==> config.mk <==
export PLATFORM = sky130hd
export DESIGN_NAME = form_urlencoded_pair_parser
export DESIGN_NICKNAME = d
export VERILOG_FILES = /design/src/hdl/fpp_pkg.sv /design/src/hdl/fpp_front.sv /design/src/hdl/fpp_cmd_fifo.sv /design/src/hdl/fpp_back.sv /design/src/hdl/form_urlencoded_pair_parser.sv
export SDC_FILE = /design/constraint.sdc
export NUM_CORES = 1
export LEC_CHECK = 0
export BUFFER_PORTS_ARGS = -buffer_cell sky130_fd_sc_hd__buf_2
export CORE_ASPECT_RATIO = 1.4
export CORE_MARGIN = 4
export CORE_UTILIZATION = 36
export DETAILED_ROUTE_END_ITERATION = 10
export PLACE_DENSITY = 0.54
export SETUP_SLACK_MARGIN = 0.4
export SYNTH_ARGS = -nofsm -noshare
export SYNTH_HDL_FRONTEND = slang
export SYNTH_SLANG_ARGS = --single-unit
==> constraint.sdc <==
create_clock -name clk -period 4.9 [get_ports clk]
set_clock_uncertainty 0.15 [all_clocks]
set_input_delay 0.245 -clock clk [delete_from_list [all_inputs] [get_ports clk]]
set_output_delay 0.245 -clock clk [all_outputs]
set_load 0.01 [all_outputs]
==> src/hdl/fpp_pkg.sv <==
// Package: types and constants shared by the form-urlencoded pair parser modules.
`default_nettype none

package fpp_pkg;

  localparam int KLEN_W  = 5;
  localparam int VLEN_W  = 6;
  localparam int POS_W   = 6;
  localparam int QDEPTH  = 4;
  localparam int QPTR_W  = 2;
  localparam int QCNT_W  = 3;

  localparam logic [7:0] CH_NUL   = 8'h00;
  localparam logic [7:0] CH_LF    = 8'h0A;
  localparam logic [7:0] CH_CR    = 8'h0D;
  localparam logic [7:0] CH_SPACE = 8'h20;
  localparam logic [7:0] CH_PCT   = 8'h25;
  localparam logic [7:0] CH_AMP   = 8'h26;
  localparam logic [7:0] CH_EQ    = 8'h3D;
  localparam logic [7:0] CH_HIGH  = 8'h80;

  typedef enum logic [1:0] {
    KIND_KEY     = 2'd0,
    KIND_VAL     = 2'd1,
    KIND_KEY_OVF = 2'd2,
    KIND_VAL_OVF = 2'd3
  } kind_t;

  typedef enum logic [2:0] {
    OP_WR_KEY  = 3'd0,
    OP_WR_VAL  = 3'd1,
    OP_ERR_KEY = 3'd2,
    OP_ERR_VAL = 3'd3,
    OP_FLUSH   = 3'd4
  } op_t;

  typedef enum logic [1:0] {
    BK_IDLE = 2'd0,
    BK_READ = 2'd1,
    BK_SEND = 2'd2
  } bk_state_t;

  typedef struct packed {
    logic [7:0] byte_in;
    logic       end_of_request;
  } in_t;

  typedef struct packed {
    logic [1:0] kind;
    logic [7:0] char_out;
    logic       last_of_pair;
  } out_t;

  typedef struct packed {
    op_t               op;
    logic [7:0]        data;
    logic [POS_W-1:0]  idx;
    logic [KLEN_W-1:0] klen;
    logic [VLEN_W-1:0] vlen;
  } cmd_t;

endpackage

`default_nettype wire

==> src/hdl/fpp_front.sv <==
// Front end: accepts request bytes, tracks pair and escape state, issues commands.
`default_nettype none

module fpp_front #(
  parameter int KEY_DEPTH   = 16,
  parameter int VALUE_DEPTH = 32
) (
  input  wire logic          clk,
  input  wire logic          rst_n,
  input  wire logic          in_valid,
  output logic               in_stall,
  input  wire fpp_pkg::in_t  in_item,
  input  wire logic          q_full,
  output logic               push,
  output fpp_pkg::cmd_t      cmd
);

  localparam logic [fpp_pkg::KLEN_W-1:0] KEY_LIM = fpp_pkg::KLEN_W'(KEY_DEPTH);
  localparam logic [fpp_pkg::VLEN_W-1:0] VAL_LIM = fpp_pkg::VLEN_W'(VALUE_DEPTH);

  logic [fpp_pkg::KLEN_W-1:0] klen_r, klen_nxt;
  logic [fpp_pkg::VLEN_W-1:0] vlen_r, vlen_nxt;
  logic                       in_value_r, in_value_nxt;
  logic [1:0]                 esc_r, esc_nxt;
  logic [3:0]                 part_r, part_nxt;
  logic                       skip_r, skip_nxt;

  logic       acc;
  logic [7:0] b;
  logic       e;
  logic       hex_ok;
  logic [3:0] hex_d;
  logic       term;
  logic       store_req;
  logic [7:0] store_ch;

  function automatic logic [4:0] hex_dec(input logic [7:0] c);
    logic [4:0] r;
    r = 5'd0;
    if (c >= 8'h30 && c <= 8'h39) r = {1'b1, 4'(c - 8'h30)};
    else if (c >= 8'h41 && c <= 8'h46) r = {1'b1, 4'(c - 8'h37)};
    else if (c >= 8'h61 && c <= 8'h66) r = {1'b1, 4'(c - 8'h57)};
    return r;
  endfunction

  assign in_stall = q_full;
  assign acc      = in_valid && !q_full;
  assign b        = in_item.byte_in;
  assign e        = in_item.end_of_request;
  assign {hex_ok, hex_d} = hex_dec(b);
  assign term = e || b == fpp_pkg::CH_AMP || b == fpp_pkg::CH_NUL ||
                b == fpp_pkg::CH_CR || b == fpp_pkg::CH_LF;

  always_comb begin
    klen_nxt     = klen_r;
    vlen_nxt     = vlen_r;
    in_value_nxt = in_value_r;
    esc_nxt      = esc_r;
    part_nxt     = part_r;
    skip_nxt     = skip_r;
    push         = 1'b0;
    cmd          = '0;
    store_req    = 1'b0;
    store_ch     = 8'h00;
    if (acc) begin
      if (skip_r) begin
        if (e) begin
          klen_nxt     = '0;
          vlen_nxt     = '0;
          in_value_nxt = 1'b0;
          esc_nxt      = 2'd0;
          part_nxt     = 4'd0;
          skip_nxt     = 1'b0;
        end
      end else if (esc_r != 2'd0 && !e) begin
        if (esc_r == 2'd1) begin
          esc_nxt  = hex_ok ? 2'd2 : 2'd3;
          part_nxt = hex_ok ? hex_d : 4'd0;
        end else begin
          esc_nxt   = 2'd0;
          part_nxt  = 4'd0;
          store_req = 1'b1;
          if (esc_r == 2'd2) store_ch = hex_ok ? {part_r, hex_d} : {4'd0, part_r};
        end
      end else if (term) begin
        if (in_value_r) begin
          push     = 1'b1;
          cmd.op   = fpp_pkg::OP_FLUSH;
          cmd.klen = klen_r;
          cmd.vlen = vlen_r;
        end
        klen_nxt     = '0;
        vlen_nxt     = '0;
        in_value_nxt = 1'b0;
        esc_nxt      = 2'd0;
        part_nxt     = 4'd0;
      end else if (b == fpp_pkg::CH_EQ && klen_r != '0) begin
        in_value_nxt = 1'b1;
      end else if (b < fpp_pkg::CH_SPACE || b >= fpp_pkg::CH_HIGH) begin
        // dropped
      end else if (b == fpp_pkg::CH_PCT) begin
        esc_nxt  = 2'd1;
        part_nxt = 4'd0;
      end else begin
        store_req = 1'b1;
        store_ch  = b;
      end

      if (store_req) begin
        push     = 1'b1;
        cmd.data = store_ch;
        if (!in_value_r) begin
          if (klen_r >= KEY_LIM) begin
            cmd.op   = fpp_pkg::OP_ERR_KEY;
            cmd.data = 8'h00;
            skip_nxt = 1'b1;
            esc_nxt  = 2'd0;
            part_nxt = 4'd0;
          end else begin
            cmd.op   = fpp_pkg::OP_WR_KEY;
            cmd.idx  = fpp_pkg::POS_W'(klen_r);
            klen_nxt = klen_r + 1'b1;
          end
        end else begin
          if (vlen_r >= VAL_LIM) begin
            cmd.op   = fpp_pkg::OP_ERR_VAL;
            cmd.data = 8'h00;
            skip_nxt = 1'b1;
            esc_nxt  = 2'd0;
            part_nxt = 4'd0;
          end else begin
            cmd.op   = fpp_pkg::OP_WR_VAL;
            cmd.idx  = fpp_pkg::POS_W'(vlen_r);
            vlen_nxt = vlen_r + 1'b1;
          end
        end
      end
    end
  end

  always_ff @(posedge clk) begin
    if (!rst_n) begin
      klen_r     <= '0;
      vlen_r     <= '0;
      in_value_r <= 1'b0;
      esc_r      <= 2'd0;
      part_r     <= 4'd0;
      skip_r     <= 1'b0;
    end else begin
      klen_r     <= klen_nxt;
      vlen_r     <= vlen_nxt;
      in_value_r <= in_value_nxt;
      esc_r      <= esc_nxt;
      part_r     <= part_nxt;
      skip_r     <= skip_nxt;
    end
  end

  a_skip_no_escape: assert property (@(posedge clk) disable iff (!rst_n)
    skip_r |-> esc_r == 2'd0)
    else $error("escape pending while skipping after error");

  a_value_has_key: assert property (@(posedge clk) disable iff (!rst_n)
    in_value_r |-> klen_r != '0)
    else $error("value phase with empty key");

endmodule

`default_nettype wire

==> src/hdl/fpp_cmd_fifo.sv <==
// Command queue between the front end and the back end.
`default_nettype none

module fpp_cmd_fifo (
  input  wire logic          clk,
  input  wire logic          rst_n,
  input  wire logic          push,
  input  wire fpp_pkg::cmd_t push_cmd,
  output logic               full,
  input  wire logic          pop,
  output logic               q_valid,
  output fpp_pkg::cmd_t      q_cmd
);

  fpp_pkg::cmd_t               slot_r [fpp_pkg::QDEPTH];
  logic [fpp_pkg::QPTR_W-1:0]  wptr_r, wptr_nxt;
  logic [fpp_pkg::QPTR_W-1:0]  rptr_r, rptr_nxt;
  logic [fpp_pkg::QCNT_W-1:0]  cnt_r, cnt_nxt;
  logic                        do_pop;

  assign full    = cnt_r == fpp_pkg::QCNT_W'(fpp_pkg::QDEPTH);
  assign q_valid = cnt_r != '0;
  assign q_cmd   = slot_r[rptr_r];
  assign do_pop  = pop && q_valid;

  always_comb begin
    wptr_nxt = push ? wptr_r + 1'b1 : wptr_r;
    rptr_nxt = do_pop ? rptr_r + 1'b1 : rptr_r;
    cnt_nxt  = cnt_r + fpp_pkg::QCNT_W'(push) - fpp_pkg::QCNT_W'(do_pop);
  end

  always_ff @(posedge clk) begin
    if (push) slot_r[wptr_r] <= push_cmd;
  end

  always_ff @(posedge clk) begin
    if (!rst_n) begin
      wptr_r <= '0;
      rptr_r <= '0;
      cnt_r  <= '0;
    end else begin
      wptr_r <= wptr_nxt;
      rptr_r <= rptr_nxt;
      cnt_r  <= cnt_nxt;
    end
  end

  a_no_push_full: assert property (@(posedge clk) disable iff (!rst_n)
    full |-> !push)
    else $error("push into full command queue");

endmodule

`default_nettype wire

==> src/hdl/fpp_back.sv <==
// Back end: character stores, pair replay sequencer and result register.
`default_nettype none

module fpp_back #(
  parameter int KEY_DEPTH   = 16,
  parameter int VALUE_DEPTH = 32
) (
  input  wire logic          clk,
  input  wire logic          rst_n,
  input  wire logic          q_valid,
  input  wire fpp_pkg::cmd_t q_cmd,
  output logic               pop,
  output logic               out_valid,
  input  wire logic          out_stall,
  output fpp_pkg::out_t      out_item
);

  localparam int KIDX_W = (KEY_DEPTH > 1) ? $clog2(KEY_DEPTH) : 1;
  localparam int VIDX_W = (VALUE_DEPTH > 1) ? $clog2(VALUE_DEPTH) : 1;

  logic [7:0] key_mem [KEY_DEPTH];
  logic [7:0] val_mem [VALUE_DEPTH];

  fpp_pkg::bk_state_t          state_r, state_nxt;
  logic [fpp_pkg::KLEN_W-1:0]  klen_r, klen_nxt;
  logic [fpp_pkg::POS_W-1:0]   total_r, total_nxt;
  logic [fpp_pkg::POS_W-1:0]   pos_r, pos_nxt;
  fpp_pkg::out_t               out_r, out_nxt;
  logic                        out_valid_r, out_valid_nxt;

  logic [7:0]                  key_rd_r, val_rd_r;
  logic                        sel_key_r;
  logic [fpp_pkg::POS_W-1:0]   voff;
  logic                        slot_free;
  logic                        load;
  logic                        key_we, val_we;
  logic                        last;

  assign slot_free = !out_valid_r || !out_stall;
  assign voff      = pos_r - fpp_pkg::POS_W'(klen_r);
  assign last      = pos_r + 1'b1 == total_r;
  assign key_we    = state_r == fpp_pkg::BK_IDLE && q_valid && q_cmd.op == fpp_pkg::OP_WR_KEY;
  assign val_we    = state_r == fpp_pkg::BK_IDLE && q_valid && q_cmd.op == fpp_pkg::OP_WR_VAL;

  always_comb begin
    state_nxt = state_r;
    klen_nxt  = klen_r;
    total_nxt = total_r;
    pos_nxt   = pos_r;
    out_nxt   = out_r;
    pop       = 1'b0;
    load      = 1'b0;
    case (state_r)
      fpp_pkg::BK_IDLE: begin
        if (q_valid) begin
          case (q_cmd.op)
            fpp_pkg::OP_WR_KEY, fpp_pkg::OP_WR_VAL: begin
              pop = 1'b1;
            end
            fpp_pkg::OP_ERR_KEY, fpp_pkg::OP_ERR_VAL: begin
              if (slot_free) begin
                pop  = 1'b1;
                load = 1'b1;
                out_nxt.kind = (q_cmd.op == fpp_pkg::OP_ERR_KEY) ?
                               fpp_pkg::KIND_KEY_OVF : fpp_pkg::KIND_VAL_OVF;
                out_nxt.char_out     = 8'h00;
                out_nxt.last_of_pair = 1'b1;
              end
            end
            fpp_pkg::OP_FLUSH: begin
              pop       = 1'b1;
              klen_nxt  = q_cmd.klen;
              total_nxt = fpp_pkg::POS_W'(q_cmd.klen) + q_cmd.vlen;
              pos_nxt   = '0;
              state_nxt = fpp_pkg::BK_READ;
            end
            default: begin
              pop = 1'b1;
            end
          endcase
        end
      end
      fpp_pkg::BK_READ: begin
        state_nxt = fpp_pkg::BK_SEND;
      end
      fpp_pkg::BK_SEND: begin
        if (slot_free) begin
          load = 1'b1;
          out_nxt.kind         = sel_key_r ? fpp_pkg::KIND_KEY : fpp_pkg::KIND_VAL;
          out_nxt.char_out     = sel_key_r ? key_rd_r : val_rd_r;
          out_nxt.last_of_pair = last;
          pos_nxt   = pos_r + 1'b1;
          state_nxt = last ? fpp_pkg::BK_IDLE : fpp_pkg::BK_READ;
        end
      end
      default: begin
        state_nxt = fpp_pkg::BK_IDLE;
      end
    endcase
    out_valid_nxt = load || (out_valid_r && out_stall);
  end

  always_ff @(posedge clk) begin
    if (key_we) key_mem[q_cmd.idx[KIDX_W-1:0]] <= q_cmd.data;
    if (val_we) val_mem[q_cmd.idx[VIDX_W-1:0]] <= q_cmd.data;
    key_rd_r  <= key_mem[pos_r[KIDX_W-1:0]];
    val_rd_r  <= val_mem[voff[VIDX_W-1:0]];
    sel_key_r <= pos_r < fpp_pkg::POS_W'(klen_r);
  end

  always_ff @(posedge clk) begin
    if (!rst_n) begin
      state_r     <= fpp_pkg::BK_IDLE;
      out_valid_r <= 1'b0;
    end else begin
      state_r     <= state_nxt;
      out_valid_r <= out_valid_nxt;
    end
    klen_r  <= klen_nxt;
    total_r <= total_nxt;
    pos_r   <= pos_nxt;
    out_r   <= out_nxt;
  end

  assign out_valid = out_valid_r;
  assign out_item  = out_r;

  a_read_then_send: assert property (@(posedge clk) disable iff (!rst_n)
    state_r == fpp_pkg::BK_READ |=> state_r == fpp_pkg::BK_SEND)
    else $error("store read not followed by send");

  a_pos_in_range: assert property (@(posedge clk) disable iff (!rst_n)
    (state_r == fpp_pkg::BK_READ || state_r == fpp_pkg::BK_SEND) |-> pos_r < total_r)
    else $error("replay position past pair length");

endmodule

`default_nettype wire

==> src/hdl/form_urlencoded_pair_parser.sv <==
// Top level of the form-urlencoded key/value pair parser.
// Throughput: one request byte per cycle while the command queue is not full; during a replay
//   the back end pops no command, and each result takes a store read, then a send, in turn.
// Path: a pair's terminator reaches its first result through the queue, BK_READ, BK_SEND and
//   the result register; an overflow byte through the queue and the result register only.
// Reset: synchronous active-low rst_n clears control state; character stores are not cleared.
`default_nettype none

module form_urlencoded_pair_parser #(
  parameter int KEY_DEPTH   = 16,
  parameter int VALUE_DEPTH = 32
) (
  input  wire logic          clk,
  input  wire logic          rst_n,
  input  wire logic          in_valid,
  output logic               in_stall,
  input  wire fpp_pkg::in_t  in_item,
  output logic               out_valid,
  input  wire logic          out_stall,
  output fpp_pkg::out_t      out_item
);

  logic          push;
  fpp_pkg::cmd_t push_cmd;
  logic          q_full;
  logic          pop;
  logic          q_valid;
  fpp_pkg::cmd_t q_cmd;

  fpp_front #(
    .KEY_DEPTH   (KEY_DEPTH),
    .VALUE_DEPTH (VALUE_DEPTH)
  ) u_front (
    .clk      (clk),
    .rst_n    (rst_n),
    .in_valid (in_valid),
    .in_stall (in_stall),
    .in_item  (in_item),
    .q_full   (q_full),
    .push     (push),
    .cmd      (push_cmd)
  );

  fpp_cmd_fifo u_fifo (
    .clk      (clk),
    .rst_n    (rst_n),
    .push     (push),
    .push_cmd (push_cmd),
    .full     (q_full),
    .pop      (pop),
    .q_valid  (q_valid),
    .q_cmd    (q_cmd)
  );

  fpp_back #(
    .KEY_DEPTH   (KEY_DEPTH),
    .VALUE_DEPTH (VALUE_DEPTH)
  ) u_back (
    .clk       (clk),
    .rst_n     (rst_n),
    .q_valid   (q_valid),
    .q_cmd     (q_cmd),
    .pop       (pop),
    .out_valid (out_valid),
    .out_stall (out_stall),
    .out_item  (out_item)
  );

endmodule

`default_nettype wire
* Word level (Yosys, flattened, before mapping)
Memory sizes are Yosys's and may differ from the RTL's. A register that Yosys moved wholly into a read port is not among the register bits.
Cells that the tools add are included.
** Word-level totals
- Bits in writable memories :: 496
- Memories kept :: 3
- Output and inout bits :: 13
- Bits of input ports :: 13
- Register bits :: 58
- Logic and storage cells :: 228
** Cells by class
- Multiplexer cells :: 126
- Equal/unequal tests :: 22
- Magnitude comparators :: 11
- Add/subtract/negate cells :: 12
- Reduce and logical (&&, ||, !) cells :: 36
** Memories
- u_back.val_mem :: depth 32, bits a word 8, read ports 1, clocked after Yosys merged registers in 1, write ports 1, line fpp_back.sv:22 : logic [7:0] val_mem [VALUE_DEPTH];
- u_back.key_mem :: depth 16, bits a word 8, read ports 1, clocked after Yosys merged registers in 1, write ports 1, line fpp_back.sv:21 : logic [7:0] key_mem [KEY_DEPTH];
- u_fifo.slot_r :: depth 4, bits a word 28, read ports 1, clocked after Yosys merged registers in 1, write ports 1, line fpp_cmd_fifo.sv:15 : fpp_pkg::cmd_t slot_r [fpp_pkg::QDEPTH];
** Operator list (number)
- $mux W8 :: 12
- $mux W11 :: 8
- $mux W6 :: 11
- $mux W5 :: 11
- $mux W4 :: 13
- $mux W1 :: 41
- $mux W2 :: 19
- $mux W17 :: 2
- $mux W28 :: 1
- $eq A8 B6 Y1 const B :: 3
- $pmux W11 S2 :: 1
- $eq A8 B4 Y1 const B :: 2
- $ge A8 B7 Y1 const B :: 2
- $le A8 B7 Y1 const B :: 2
- $add A6 B1 Y6 const B :: 2
- $mux W3 :: 4
- $pmux W6 S2 :: 1
- $logic_and A1 B1 Y1 :: 11
- $ge A8 B6 Y1 const B :: 1
- $ge A8 B8 Y1 const B :: 1
- $le A8 B6 Y1 const B :: 1
- $logic_not A8 Y1 :: 1
- $lt A8 B6 Y1 const B :: 1
- $ne A2 B1 Y1 const B :: 4
- 31 further kinds :: 52

* Longest topological paths before layout
- Depth after elaboration :: 14
- Mapped depth :: 15

* Modules after synthesis
Synthesis repeated with hierarchy kept, for this count alone.
** Unflattened totals
- Cells, all modules :: 1515
- Area, all modules :: 24183.2 um^2
** Modules (own cells, without submodules)
- fpp_back :: area each 17549.3 um^2, times used 1, cells an instance 1063, sequential area each 12772.2 um^2
- fpp_cmd_fifo :: area each 4565.6 um^2, times used 1, cells an instance 191, sequential area each 3543.4 um^2
- fpp_front :: area each 2068.2 um^2, times used 1, cells an instance 261, sequential area each 380.4 um^2

* Worst setup path after synthesis
Ideal clock, no wire load.
- Path type :: flip-flop to flip-flop
- Start point :: reg u_back.pos_r[0] (netlist bit)
- End point :: reg u_back.val_rd_r[0] (read register of u_back.val_mem)
- Library setup time :: 121 ps
- Data required time :: 4629 ps
- Cell stages (with the launch flop) :: 12
- Arrival :: 3252 ps
- Slack :: 1378 ps
- Path through :: edfxtp_1 -> buf_2 -> buf_2 -> inv_1 -> ha_1 -> inv_1 -> fa_1 -> buf_1 -> clkbuf_1 -> mux4_2 -> mux4_2 -> mux2_2
** On the way
- Longest elaborated chain between the ends :: 1
** Ends and longest elaborated chain
- from (decl) :: line fpp_back.sv:27 : logic [fpp_pkg::POS_W-1:0] pos_r, pos_nxt;
- from (signal assigned) :: line fpp_back.sv:121 : pos_r <= pos_nxt;
- $sub A5 B5 Y5 :: line fpp_back.sv:40 : assign voff = pos_r - fpp_pkg::POS_W'(klen_r);
- to (decl) :: line fpp_back.sv:31 : logic [7:0] key_rd_r, val_rd_r;
No other way between the ends.
A chain may end at the register's enable or synchronous reset.

* Worst setup path after layout
- Start point :: in in_item[2] (netlist bit)
- End point :: reg u_fifo.cnt_r[2] (netlist bit)
** On the way
- Longest elaborated chain between the ends :: 13
- Elaborated cells on any way between the ends :: 28
- Those cells by class :: add/sub: 2; order compare: 2; eq/ne: 5; mux: 12; reduce/logical: 7
** Ends and longest elaborated chain
- from (decl) :: line form_urlencoded_pair_parser.sv:17 : input wire fpp_pkg::in_t in_item,
- branches (longest 9 deep; another with $lt A8 B6 Y1)
- $mux W1 (*) :: line fpp_front.sv:109 : if (store_req) begin
- $mux W1 (*) :: line fpp_front.sv:65 : if (acc) begin
- $add A3 B1 Y3 (*) :: line fpp_cmd_fifo.sv:29 : cnt_nxt = cnt_r + fpp_pkg::QCNT_W'(push) - fpp_pkg::QCNT_W'(do_pop);
- $sub A3 B1 Y3 (*) :: line fpp_cmd_fifo.sv:29
- to (signal assigned) :: line fpp_cmd_fifo.sv:44 : cnt_r <= cnt_nxt;
- to (decl) :: line fpp_cmd_fifo.sv:18 : logic [fpp_pkg::QCNT_W-1:0] cnt_r, cnt_nxt;
Every way passes the cells marked *. The select of a mux whose other input is x is not followed.

==> results by group <==
Outcome
  – Status: finished clean

Placement
  – Place WS: 1.05 ns
  – Port Buffers: 25
  – GPL Wtd Cong: 0.809
  – DP HPWL: 32.9 mm

Power and ir drop
  – Clock share of power: 33.9%
  – Sw frac: 27.2%
  – Power share of the sequential group: 46.0%
  – Comb pwr share: 20.1%
  – VDD IR max: 251 uV
  – Pleak: 8.30 nW
  – Switching pwr: 0.00358 W
  – Internal power: 0.00958 W
  – Pwr dens: 505 nW/um^2

Setup path
  – Crit Path Max Fanout: 16
  – CP bufs+invs: 5
  – Worst path cell trace: dlygate4sd3_1 -> buf_2 -> inv_1 -> ha_1 -> a21bo_2 -> o221ai_1 -> nand2_1 -> and4_1 -> a21oi_2 -> ha_1 -> inv_1 -> ha_1 -> inv_1 -> fa_1 -> xor2_1 -> xnor2_1 -> nor2_1
  – Critical-path top delay cell: dlygate4sd3_1
  – Crit-path leading delay family: adder cells
  – Critical Path RT: 5.21 ns
  – Crit. End Element: flop
  – Critical Path AT: 4.12 ns
  – Crit start category: input port
  – Crit-path max cell delay: 0.52 ns
  – Worst Setup Path Type: input port to flop

Clocking
  – Root Buffer: clkbuf_16
  – CTS H-Tree Depth: 2
  – CTS clock-pin slew for the worst setup and hold paths: 0.06 ns
  – Clock Path Buffers: 3
  – Clock latency on the worst-skew pair: 0.62 ns
  – CTS tree: yes
  – CTS Sinks: 568
  – CTS buffer count: 54

Timing
  – Setup Viol. Count Final: 0
  – Fmax: 262 MHz
  – TNS Setup: 0 ns
  – Final hold vios: 0
  – Period utilisation layout: 77.9%
  – Final Worst Setup Slack: 1.08 ns
  – Minimum clock period: 3.82 ns
  – Relative slew slack: 18.1%
  – Max-slew violation count: 0
  – Worst-margin pin slew: 1.22 ns
  – RSZ-0062 raised after global routing: false

Routing
  – Routed len/inst: 23.4 um
  – Antenna Violating Nets Remaining: 0
  – Vias: 11,069
  – DR vias/cell: 5.17
  – Post-route DRC violation count: 0
  – Initial drt markers: 796
  – Initial DRT Pass Iterations: 5
  – Final wirelength: 50.1 mm

Synth
  – Sequential area share after synthesis: 72.4%
  – Yosys warning total: 0
  – Mapped Cells: 1,202
  – Distinct cell type count after synthesis: 70
  – Asr flop ratio synth: 0%
  – Synth Net Count: 1,243
  – Synthesized area: 22,900 sq um
  – Syn Area/Cell: 19.1 sq um
  – Register bit count reported by yosys: 568
  – Number of synthesized flops with an enable pin: 520
  – Top_reg_cell synth: edfxtp_1

Layout
  – Nets@finish: 1,303
  – Multi-input logic area: 6040 sq um
  – ANT cells: 0
  – Filler cells: 5,568
  – Register area: 16,600 sq um
  – Layout cells sized above 1: 24.9%
  – Area growth syn-to-layout: 13.7%

GRT
  – Grt total ovfl: 0
  – GRT Total Usage: 14.8%
  – First-pass GRT wire length: 77.0 mm
  – Initial antenna violation count: 0
  – Number of global-route vias before repair: 12,003
  – Largest net degree at the start of global routing: 65

Die
  – Initial core utilization: 36.3%
  – Die area: 67,800 sq um
  – Top Ports: 26
  – DIE HEIGHT: 306 um
  – # rows: 109
  – Core box area: 63,100 sq um
  – Die Span X: 221 um

Hold path
  – Worst min path class: input port to flop

Run
  – Maxcap violations: 0
-- per-stage QoR --
| step | total power, W | hold WS (ns) | instance area, sq um | util [%] | cells |
|---|---|---|---|---|---|
| finish | 0.0132 | 0.0894 | 26000 | 41.2 | 2140 |
| global route | 0.0137 | 0.115 | 26000 | 41.2 | 2140 |
| CTS | 0.0134 | 0.0693 | 26000 | 41.2 | 2140 |
| detailed placement | 0.00888 | 0.322 | 24100 | 38.1 | 2033 |
| global placement | 0.00885 | 0.317 | 24100 | 38.1 | 2033 |
| floorplan | 0.00787 | 0.255 | 22900 | - | 1202 |
-- cell usage after synthesis (13+ instances only) --
library cell / n / area share [%]
o21ai_0: 21 / 0.46
buf_2: 16 / 0.35
nand2_1: 42 / 0.69
nand3_1: 17 / 0.37
ha_1: 25 / 1.4
nor2b_1: 15 / 0.41
clkbuf_1: 24 / 0.39
dfxtp_1: 48 / 4.2
inv_1: 33 / 0.54
nor2_1: 94 / 1.5
a21oi_1: 18 / 0.39
and2_1: 19 / 0.52
nor3_1: 13 / 0.28
mux4_2: 147 / 14
edfxtp_1: 520 / 68
-- flip-flops by register name (all words and copies together), names as in the netlist, named ones only --
name,cells
u_back.pos_r,6
u_front.part_r,4
u_front.klen_r,5
u_fifo.slot_r,108
u_back.klen_r,5
u_back.key_mem,128
u_back.key_rd_r,8
u_back.val_rd_r,8
u_back.out_valid,1
u_back.state_r,2
u_back.val_mem,256
u_fifo.rptr_r,2
u_front.skip_r,1
u_front.vlen_r,6
u_back.sel_key_r,1
u_fifo.cnt_r,3
u_back.total_r,6
u_fifo.wptr_r,2
u_back.out_item,11
u_front.in_value_r,1
u_front.esc_r,2
-- repair_timing --
action / in CTS / in global routing
endpoints found under the hold margin: 15 / 0
gates resized for setup: 0 / 0
setup endpoints to repair: 0 / 0
hold buffers: 5 / 0
buffers inserted: 0 / 0
-- kinds of logic (layout without fill, tap and decap cells) --
| group | after synthesis | count (layout) | share of synthesized area [%] |
|---|---|---|---|
| AOI/OAI and AO/OA | 89 | 89 | 2.62 |
| buffers and inverters | 78 | 184 | 1.40 |
| muxes | 167 | 167 | 15.4 |
| xor gates and xnor gates | 21 | 21 | 0.836 |
| DFF | 568 | 568 | 72.4 |
| and+or+nand+nor | 251 | 251 | 5.76 |
| adders and majority gates | 28 | 28 | 1.63 |
-- final timing paths --
path	cells after the start	to	slack, ns	startpoint
hold / removal	6	u_front.part_r[0]	0.09	in_item[5]
setup reg to reg	12	u_fifo.cnt_r[2]	1.14	u_fifo.cnt_r[2]
setup / recovery	17	u_fifo.cnt_r[2]	1.08	in_item[2]
hold reg to reg	1	u_back.sel_key_r	0.33	u_back.pos_r[5]
-- cell usage in the layout, fill, tap and decap left out, drive strengths merged, types with 12 or more instances in the layout --
master,count
nor2b,15
clkinv,21
and2,19
buf,44
ha,25
xnor2,12
edfxtp,520
nand3,18
clkbuf,66
nor3,14
o21ai,24
inv,33
mux4,147
dfxtp,48
a21oi,20
nand2,42
mux2i,12
nor2,94
-- routing by layer --
layer	share of wire, %	wire, um	GRT usage (%)	vias to the layer above
li1	-	-	-	4947
met1	40	20200	18.2	5854
met2	55	27400	27.6	207
met3	3.2	1610	1.93	61
met4	1.8	914	3.56	0
met5	0	0	0	-
-- worst reg2reg max path, cell delays in order (launching register included) --
cell	delay, ns
dfxtp_1	0.37
or3b_2	0.51
and2_1	0.37
and4_1	0.47
a21oi_2	0.44
ha_1	0.31
inv_1	0.06
ha_1	0.14
inv_1	0.05
fa_1	0.39
xor2_1	0.18
xnor2_1	0.14
nor2_1	0.05
-- power groups by stage --
stage | clock [W] | combinational [W] | sequential (W)
after floorplan | 0 | 0.00180 | 0.00607
after global placement | 0 | 0.00269 | 0.00615
after detailed placement | 0 | 0.00272 | 0.00616
after CTS | 0.00456 | 0.00273 | 0.00605
after global routing | 0.00475 | 0.00288 | 0.00607
final | 0.00446 | 0.00265 | 0.00605
-- cell type report --
cell class	count	share of cell area (%)
inverters	33	0.476
multi-input cells	556	23.2
well taps	832	4.00
clock buffers	66	5.64
repair buffers	49	1.32
flip-flops and latches	568	63.6
clock inverters	36	1.73
Note: power is estimated with default switching activity, not from simulation.
